[src/sv/srogu_pkg.sv]
// Shared types, constants and constant tables for the sonar ray occupancy grid update core.
// No dependencies; every other file of the block but srogu_ram imports this package.
package srogu_pkg;

   localparam int GRID_SIDE        = 256;
   localparam int RAYS_PER_RETURN  = 8;
   localparam int SINE_TABLE_DEPTH = 1024;

   localparam int GRID_BITS = $clog2(GRID_SIDE);
   localparam int ADDR_W    = 2 * GRID_BITS;
   localparam int CELLS     = GRID_SIDE * GRID_SIDE;
   localparam int RAY_BITS  = $clog2(RAYS_PER_RETURN + 1);
   localparam int QUARTER   = SINE_TABLE_DEPTH / 4;
   localparam int QBITS     = $clog2(QUARTER);
   localparam int IDX_BITS  = $clog2(SINE_TABLE_DEPTH);

   // angles in sixteenths of a degree
   localparam int TURN16         = 5760;
   localparam int QUARTER_TURN16 = 1440;
   localparam int ANGLE_W        = 13;
   localparam int ANGLE_SUM_W    = 15;

   // table index = floor(angle * depth / turn), by reciprocal
   localparam int     IDX_SHIFT  = 32;
   localparam int     IDX_MULT_W = 33;
   localparam longint IDX_MULT   =
      ((longint'(SINE_TABLE_DEPTH) << IDX_SHIFT) + TURN16 - 1) / TURN16;

   // floor(n / 25) = (n * DIV25_MULT) >> 32 for n below 2^30
   localparam int     DIV25_SHIFT  = 32;
   localparam int     DIV25_MULT_W = 28;
   localparam longint DIV25_MULT   = 171798692;
   localparam int     DIVIDEND_W   = 27;
   localparam int     QUOT_W       = 23;

   localparam int SIN_W      = 16;
   localparam int SIN_MAG_W  = 15;
   localparam int RQ_W       = 24;
   localparam int I_W        = 24;
   localparam int MAG_W      = 23;
   localparam int OFFQ_W     = 18;
   localparam int OFF_W      = 40;
   localparam int COORD_W    = 44;
   localparam int COORD_FRAC = 22;
   localparam int FRAC_W     = 20;
   localparam int COUNT_W    = 16;

   localparam longint CENTRE_Q22 =
      (longint'(GRID_SIDE / 2) << COORD_FRAC) - (longint'(1) << (COORD_FRAC - 1));

   // register indexes of the configuration port
   localparam int CSR_INDEX_W = 3;
   localparam int CSR_DATA_W  = 10;
   localparam logic [CSR_INDEX_W-1:0] CSR_PIXELS_PER_METER = 3'd0;
   localparam logic [CSR_INDEX_W-1:0] CSR_HIT_GAIN         = 3'd1;
   localparam logic [CSR_INDEX_W-1:0] CSR_MISS_LOSS        = 3'd2;
   localparam logic [CSR_INDEX_W-1:0] CSR_MIN_HIT_CELLS    = 3'd3;
   localparam logic [CSR_INDEX_W-1:0] CSR_MAX_HIT_CELLS    = 3'd4;

   localparam logic KIND_UPDATE = 1'b0;
   localparam logic KIND_READ   = 1'b1;

   // quarter-wave odd polynomial, Q30 in, Q14 out
   function automatic longint quarter_sine(longint x);
      longint x2, t, s;
      x2 = (x * x) >>> 30;
      t  = 64'sd85569278 - ((x2 * 64'sd5026937) >>> 30);
      t  = 64'sd693598712 - ((x2 * t) >>> 30);
      t  = 64'sd1686629713 - ((x2 * t) >>> 30);
      s  = (x * t) >>> 30;
      s  = (s + 32768) >>> 16;
      if (s > 16384) s = 16384;
      return s;
   endfunction

   typedef logic [SIN_MAG_W-1:0] sine_mag_type;
   typedef sine_mag_type quarter_lut_type [QUARTER];

   function automatic quarter_lut_type build_quarter_lut();
      quarter_lut_type lut;
      for (int j = 0; j < QUARTER; j++) begin
         lut[j] = sine_mag_type'(quarter_sine(longint'(j) << (30 - QBITS)));
      end
      return lut;
   endfunction

   localparam quarter_lut_type QUARTER_LUT = build_quarter_lut();
   localparam sine_mag_type    QUARTER_TOP = sine_mag_type'(quarter_sine(longint'(1) << 30));

   // floor(r * 2^20 / 25) for a remainder r below 25
   typedef logic [FRAC_W-1:0] frac_type;
   typedef frac_type frac_lut_type [32];

   function automatic frac_lut_type build_frac_lut();
      frac_lut_type lut;
      for (int r = 0; r < 32; r++) begin
         lut[r] = (r < 25) ? frac_type'((longint'(r) << FRAC_W) / 25) : '0;
      end
      return lut;
   endfunction

   localparam frac_lut_type FRAC25_LUT = build_frac_lut();

   // full-wave sine from the quarter table, Q14
   function automatic logic signed [SIN_W-1:0] sine_lookup(logic [IDX_BITS-1:0] idx);
      logic [QBITS-1:0]     m;
      logic [QBITS-1:0]     m_ref;
      logic [SIN_MAG_W-1:0] mag;
      m     = idx[QBITS-1:0];
      m_ref = ~m + 1'b1;
      if (idx[QBITS]) begin
         mag = (m == '0) ? QUARTER_TOP : QUARTER_LUT[m_ref];
      end else begin
         mag = QUARTER_LUT[m];
      end
      return idx[QBITS+1] ? -$signed({1'b0, mag}) : $signed({1'b0, mag});
   endfunction

   typedef struct packed {
      logic              kind;
      logic [12:0]       bearing_sixteenth_deg;
      logic [12:0]       heading_sixteenth_deg;
      logic [14:0]       range_cm;
      logic [9:0]        step_q8;
      logic signed [15:0] pos_x_cm;
      logic signed [15:0] pos_y_cm;
      logic [7:0]        read_col;
      logic [7:0]        read_row;
   } req_item_type;

   typedef struct packed {
      logic               kind_echo;
      logic [7:0]         cell_value;
      logic [COUNT_W-1:0] cells_touched;
   } rsp_item_type;

   typedef struct packed {
      logic [6:0] pixels_per_meter;
      logic [7:0] hit_gain;
      logic [7:0] miss_loss;
      logic [9:0] min_hit_cells;
      logic [9:0] max_hit_cells;
   } cfg_type;

   typedef enum logic [4:0] {
      ST_CLEAR, ST_IDLE, ST_PRE, ST_DIV_R, ST_DIV_X, ST_DIV_Y, ST_OFF,
      ST_ANG, ST_IDX, ST_LUT, ST_MUL, ST_ADD, ST_RD, ST_WR, ST_CELL_RD, ST_DONE
   } state_type;

   typedef enum logic [1:0] {DIV_RANGE, DIV_POS_X, DIV_POS_Y} div_sel_type;

   typedef struct packed {
      logic        clear_en;
      logic        load_item;
      logic        pre_en;
      logic        div_en;
      div_sel_type div_sel;
      logic        off_en;
      logic        ang_en;
      logic        idx_en;
      logic        ray_start;
      logic        mul_en;
      logic        add_en;
      logic        walk_rd;
      logic        walk_wr;
      logic        walk_step;
      logic        ray_next;
      logic        cell_rd;
      logic        rsp_load;
   } cmd_type;

   typedef struct packed {
      logic clear_last;
      logic in_bounds;
      logic walk_last;
      logic ray_last;
      logic rsp_busy;
   } status_type;

endpackage

[src/sv/srogu_ctrl.sv]
// Sequencer for the occupancy grid update: clear pass, setup, ray and walk loop, reply.
// Depends on srogu_pkg; drives srogu_dp through the command struct.
module srogu_ctrl (
   input  logic                 clock,
   input  logic                 reset,
   input  logic                 req_tvalid,
   output logic                 req_tready,
   input  logic                 req_kind,
   input  srogu_pkg::status_type status,
   output srogu_pkg::cmd_type    cmd
);
   import srogu_pkg::*;

   state_type state_ff, state_in;

   always_ff @(posedge clock) begin
      if (reset) begin
         state_ff <= ST_CLEAR;
      end else begin
         state_ff <= state_in;
      end
   end

   always_comb begin
      state_in   = state_ff;
      cmd        = '0;
      cmd.div_sel = DIV_RANGE;
      req_tready = 1'b0;
      unique case (state_ff) inside
         ST_CLEAR: begin
            cmd.clear_en = 1'b1;
            if (status.clear_last) state_in = ST_IDLE;
         end
         ST_IDLE: begin
            req_tready = 1'b1;
            if (req_tvalid) begin
               cmd.load_item = 1'b1;
               state_in = (req_kind == KIND_READ) ? ST_CELL_RD : ST_PRE;
            end
         end
         ST_PRE: begin
            cmd.pre_en = 1'b1;
            state_in   = ST_DIV_R;
         end
         ST_DIV_R: begin
            cmd.div_en  = 1'b1;
            cmd.div_sel = DIV_RANGE;
            state_in    = ST_DIV_X;
         end
         ST_DIV_X: begin
            cmd.div_en  = 1'b1;
            cmd.div_sel = DIV_POS_X;
            state_in    = ST_DIV_Y;
         end
         ST_DIV_Y: begin
            cmd.div_en  = 1'b1;
            cmd.div_sel = DIV_POS_Y;
            state_in    = ST_OFF;
         end
         ST_OFF: begin
            cmd.off_en = 1'b1;
            state_in   = ST_ANG;
         end
         ST_ANG: begin
            cmd.ang_en = 1'b1;
            state_in   = ST_IDX;
         end
         ST_IDX: begin
            cmd.idx_en = 1'b1;
            state_in   = ST_LUT;
         end
         ST_LUT: begin
            cmd.ray_start = 1'b1;
            state_in      = ST_MUL;
         end
         ST_MUL: begin
            cmd.mul_en = 1'b1;
            state_in   = ST_ADD;
         end
         ST_ADD: begin
            cmd.add_en = 1'b1;
            state_in   = ST_RD;
         end
         ST_RD, ST_WR: begin
            if (state_ff == ST_RD && status.in_bounds) begin
               cmd.walk_rd = 1'b1;
               state_in    = ST_WR;
            end else begin
               cmd.walk_wr   = (state_ff == ST_WR);
               cmd.walk_step = 1'b1;
               if (!status.walk_last) begin
                  state_in = ST_MUL;
               end else if (status.ray_last) begin
                  state_in = ST_DONE;
               end else begin
                  cmd.ray_next = 1'b1;
                  state_in     = ST_ANG;
               end
            end
         end
         ST_CELL_RD: begin
            cmd.cell_rd = 1'b1;
            state_in    = ST_DONE;
         end
         ST_DONE: begin
            if (!status.rsp_busy) begin
               cmd.rsp_load = 1'b1;
               state_in     = ST_IDLE;
            end
         end
         default: state_in = ST_CLEAR;
      endcase
   end

endmodule

[config.mk]
export PLATFORM = sky130hd
export DESIGN_NAME = srogu_ctrl
export DESIGN_NICKNAME = d
export VERILOG_FILES = /design/src/sv/srogu_pkg.sv /design/src/sv/srogu_ctrl.sv
export SDC_FILE = /design/constraint.sdc
export NUM_CORES = 1
export LEC_CHECK = 0
export ABC_CLOCK_PERIOD_IN_PS = 1750
export CAP_MARGIN = 20
export CORE_AREA = 4 4 41 43
export CTS_CLUSTER_DIAMETER = 60
export DETAILED_ROUTE_END_ITERATION = 10
export DIE_AREA = 0 0 45 47
export DONT_BUFFER_PORTS = 1
export HOLD_SLACK_MARGIN = 0.06
export PLACE_DENSITY = 0.6
export SYNTH_ARGS = -nofsm -noshare
export SYNTH_HDL_FRONTEND = slang
export SYNTH_SLANG_ARGS = --single-unit
[constraint.sdc]
create_clock -name clock -period 1.75 [get_ports clock]
set_clock_uncertainty 0.15 [all_clocks]
set_input_delay 0 -clock clock [delete_from_list [all_inputs] [get_ports clock]]
set_output_delay 0 -clock clock [all_outputs]
set_load 0.05 [all_outputs]
Word-level counts from Yosys, hierarchy flattened
Cells that the tools add are included.

Output and inout port bits: 19. Input bits: 9. Logic and storage cells: 51. Register bits: 5.

Multiplexer cells: 28. Equality and inequality tests: 18. Reduce and logical (&&, ||, !) cells: 4.

Operators by type and width (number): one-hot mux 5 bit (15 select lines) (1); equality test 5 x 4 -> 1 bit (second input constant) (8); 2-to-1 mux 5 bit (5); equality test 5 x 3 -> 1 bit (second input constant) (4); 2-to-1 mux 1 bit (17); 2-to-1 mux 4 bit (3); equality test 5 x 2 -> 1 bit (second input constant) (2); one-hot mux 3 bit (3 select lines) (1); != test 2 bit (second input constant) (3); equality test 5 x 1 -> 1 bit (second input constant) (1); zero test 5 bit (1); 2-to-1 mux 3 bit (1); AND reduction 3 bit (1); OR reduction 2 bit (1); logical AND 1 bit (1).

Depth between registers and ports, before layout
Depth in word-level cells: 4. Gate-level depth with buffers: 5. Depth with buffers taken out: 3.

Least setup slack after synthesis
OpenSTA, ideal clock, no wires.

Kind: reg2reg. Start point: register state_ff[1]. End point: register state_ff[0]. Clock period less this slack: 2.626 ns. Stages on the path, launching flop included: 5. Slack: -0.876 ns. Buffers on the path: 1. Arrival: 2.340 ns. Path through: dfxtp_1 > buf_6 > nor4_1 > and2b_1 > a311oi_2.

Word-level cells in the longest chain between the ends: 4. Elaborated cells between the ends (all ways): 24. Classes of those cells: eq/ne: 18; mux: 2; reduce/logical: 4.

Ends and longest elaborated chain: start: declaration (RTL line srogu_ctrl.sv:14) `state_type state_ff, state_in;`; start signal: assignment (RTL line srogu_ctrl.sv:20) `state_ff <= state_in;`; equality test 5 x 4 -> 1 bit (RTL line srogu_ctrl.sv:85) `if (state_ff == ST_RD && status.in_bounds) begin`; logical AND 1 bit (RTL line srogu_ctrl.sv:85); 2-to-1 mux 5 bit (RTL line srogu_ctrl.sv:85); one-hot mux 5 bit (15 select lines) (RTL line srogu_ctrl.sv:29) `unique case (state_ff) inside`.

Parallel ways exist; a longest one is shown, timed or not. A chain may end at the register's enable or synchronous reset.

==> key figures <==
Yosys
  – Syn_nets: 80
  – Largest cells by area after synthesis: dfxtp_1 16%, nand2b_1 7.4%, nor3_1 6.9%, buf_2 5.9%, nor2_1 5.9%
  – #FFs+latches synth: 4
  – Avg Synthesized Cell Area: around 7.2 um2
  – Synthesis Warnings: 0
  – Seq/Total Area, Yosys: 15.7%
  – Commonest cells post-synth: 8 x nor2_1, 7 x nor3_1, 6 x buf_2, 6 x nand2_1, 6 x nand2b_1
  – Async set-reset flop share out of synthesis: 0%
  – Post-Syn Instances: between 70 and 80
  – Area share of the largest cell type after synthesis: about 16%
  – Post-synth EDFFs: 0
  – Main synth FF type: dfxtp_1
  – Leading area contributor after synthesis: dfxtp_1
  – Mapped cell area: about 510 um2
  – Cell variety after synth: 29
  – Count leader, synth: nor2_1

Timing
  – Peak Freq: 625 MHz
  – Fin crit share: 91.4%
  – Final min period: around 1600 ps
  – Hold_ws: about 100 ps
  – Endpoints failing setup: 0
  – RSZ-0062 raised after global routing: false
  – Final Max Tran Viols: 0
  – Slew at the pin closest to its max-slew limit: 297 ps
  – Final Hold Vio Count: 0
  – Relative slew slack: between 80% and 90%

Routing
  – Vias per cell: 5.42
  – WL final: roughly 1.6 mm
  – Final ANT Viol Nets: 0
  – DR DRC count: 0
  – Routed via count: 607
  – Drt initial violations: 7
  – Wire per inst: between 10 and 15 um
  – Drt first pass iters: 3

CTS
  – Skew-Pair Late Insertion Delay: around 250 ps
  – Post CTS Setup Buffer Count: 0
  – Clock Sinks: 4
  – Clock buffer depth: 2
  – Root Buffer: clkbuf_4
  – Clock slew at reported path FFs: approximately 40 ps
  – Htree depth: 1
  – TritonCTS Buffers: 3
  – CTS tree: yes

Global route
  – First-pass GRT wire length: between 2 and 3 mm
  – Gr ovfl total: 0
  – Largest net degree at the start of global routing: 19
  – Initial antenna violation count: 0
  – GRT Total Usage: about 17%
  – Vias in the first global route: 578

Placement
  – GPL Wtd Cong: between 0.8 and 0.9
  – PortBufs: 0
  – Final HPWL DP: approximately 1.1 mm

Power
  – Pwr/cell area: between 1000 and 1500 mW/mm2
  – Lkg Pwr: between 0.3 and 0.4 nW
  – Worst VDD drop: between 0.0005 and 0.0006 V
  – Total design power: between 0.8 and 0.9 mW

Die
  – Die width: ~45 um
  – Die Area: ~0.0021 mm2
  – IO Count: 28
  – Starting Density: about two fifths
  – Core ar.: between 0.001 and 0.0015 mm2
  – Rows: 13
  – Height of the die: 47 um

Hold path
  – HP Class: primary input to output pin

Setup path
  – Critical Path End Type: output pin
  – CP Data Required Time: approximately 1600 ps
  – CP Class: flop to output pin
  – CP max FO: 18
  – CP Data Arrival Time: around 1500 ps
  – CP Launch Type: flop

Finish
  – Register area: around 81 um2
  – Biggest regs: state_ff: 4 flops
  – Multi-input logic area: approximately 400 um2
  – Share of layout cells above drive strength 1: between 40% and 50%
  – Biggest register: state_ff
  – ANT cells: 0
  – # fillers: around 130
  – Post-layout nets: approximately 110
  – Area Growth Syn to Fin: 55.0%
  – Max reg flops: 4

Job
  – Number of max-cap violations: 0

Run status
  – Outcome: completed
where the power goes:
group          internal (mW)  switching [mW]
Sequential             0.115          0.0333
Clock                 0.0773          0.0470
Combinational          0.220           0.405
Total                  0.412           0.485
routing by layer:
metal	part of all wire [%]	global-route usage, %
met5	0	0
met4	1.9	8.77
met3	5.2	2.68
met2	47	27.4
met1	46	22.2
critical path, cell delays in order (launching register included):
cell     delay (ps)
dfxtp_1         290
buf_4           190
nor4b_4         350
and2_2          370
final cells by class:
type                    count  area share (%)
flip-flops and latches      4            10.3
repair buffers             31            32.0
well taps                  15            2.38
inverters                   2           0.951
multi-input cells          57            51.5
clock buffers               3            2.85
final timing paths:
| check | start | end | slack (ps) | cells past startpoint |
|---|---|---|---|---|
| setup / recovery | state_ff[2]$_SDFFE_PP0P_ | cmd[16] | 150 | 3 |
| hold / removal | status[3] | cmd[5] | 100 | 3 |
| setup reg to reg | state_ff[1]$_SDFFE_PP0P_ | state_ff[0]$_SDFFE_PP0P_ | 320 | 4 |
| hold reg to reg | state_ff[0]$_SDFFE_PP0P_ | state_ff[1]$_SDFFE_PP0P_ | 560 | 2 |
timing repair:
item / CTS / global route
setup endpoints to repair: 0 / 10
gates resized for setup: 0 / 1
hold endpoints to repair: 5 / 0
hold buffers: 8 / 0
stage by stage:
stage	utilization (%)	cells	setup WS, ps	TNS (ps)	instance area (um2)
6_report	60.7	112	151	0	790
5_1_grt	60.7	112	25.4	0	790
4_1_cts	60.6	112	47.0	0	788
3_5_place_dp	52.7	101	263	0	686
3_3_place_gp	52.7	101	345	0	686
2_1_floorplan	-	71	-242	-242	547
cell families (layout without fill, tap and decap cells):
family | Yosys count | in the layout | share of synthesized area, %
and+or+nand+nor | 41 | 41 | 45.7
buffers and inverters | 10 | 36 | 11.8
muxes | 1 | 1 | 1.97
DFF | 4 | 4 | 15.7
AOI/OAI and AO/OA | 15 | 15 | 24.8
cells in the final DEF (no fill, tap or decap), types with 3 or more instances in the layout:
cell | synthesis | layout
nor2b_1 | 4 | 4
dfxtp_1 | 4 | 3
a21oi_1 | 3 | 3
nand2_1 | 6 | 6
dlygate4sd3_1 | 0 | 8
nor3_2 | 0 | 6
nor2_1 | 8 | 8
nand2b_1 | 6 | 6
buf_4 | 0 | 23
clkbuf_4 | 0 | 3
Note: power is estimated with default switching activity, not from simulation.
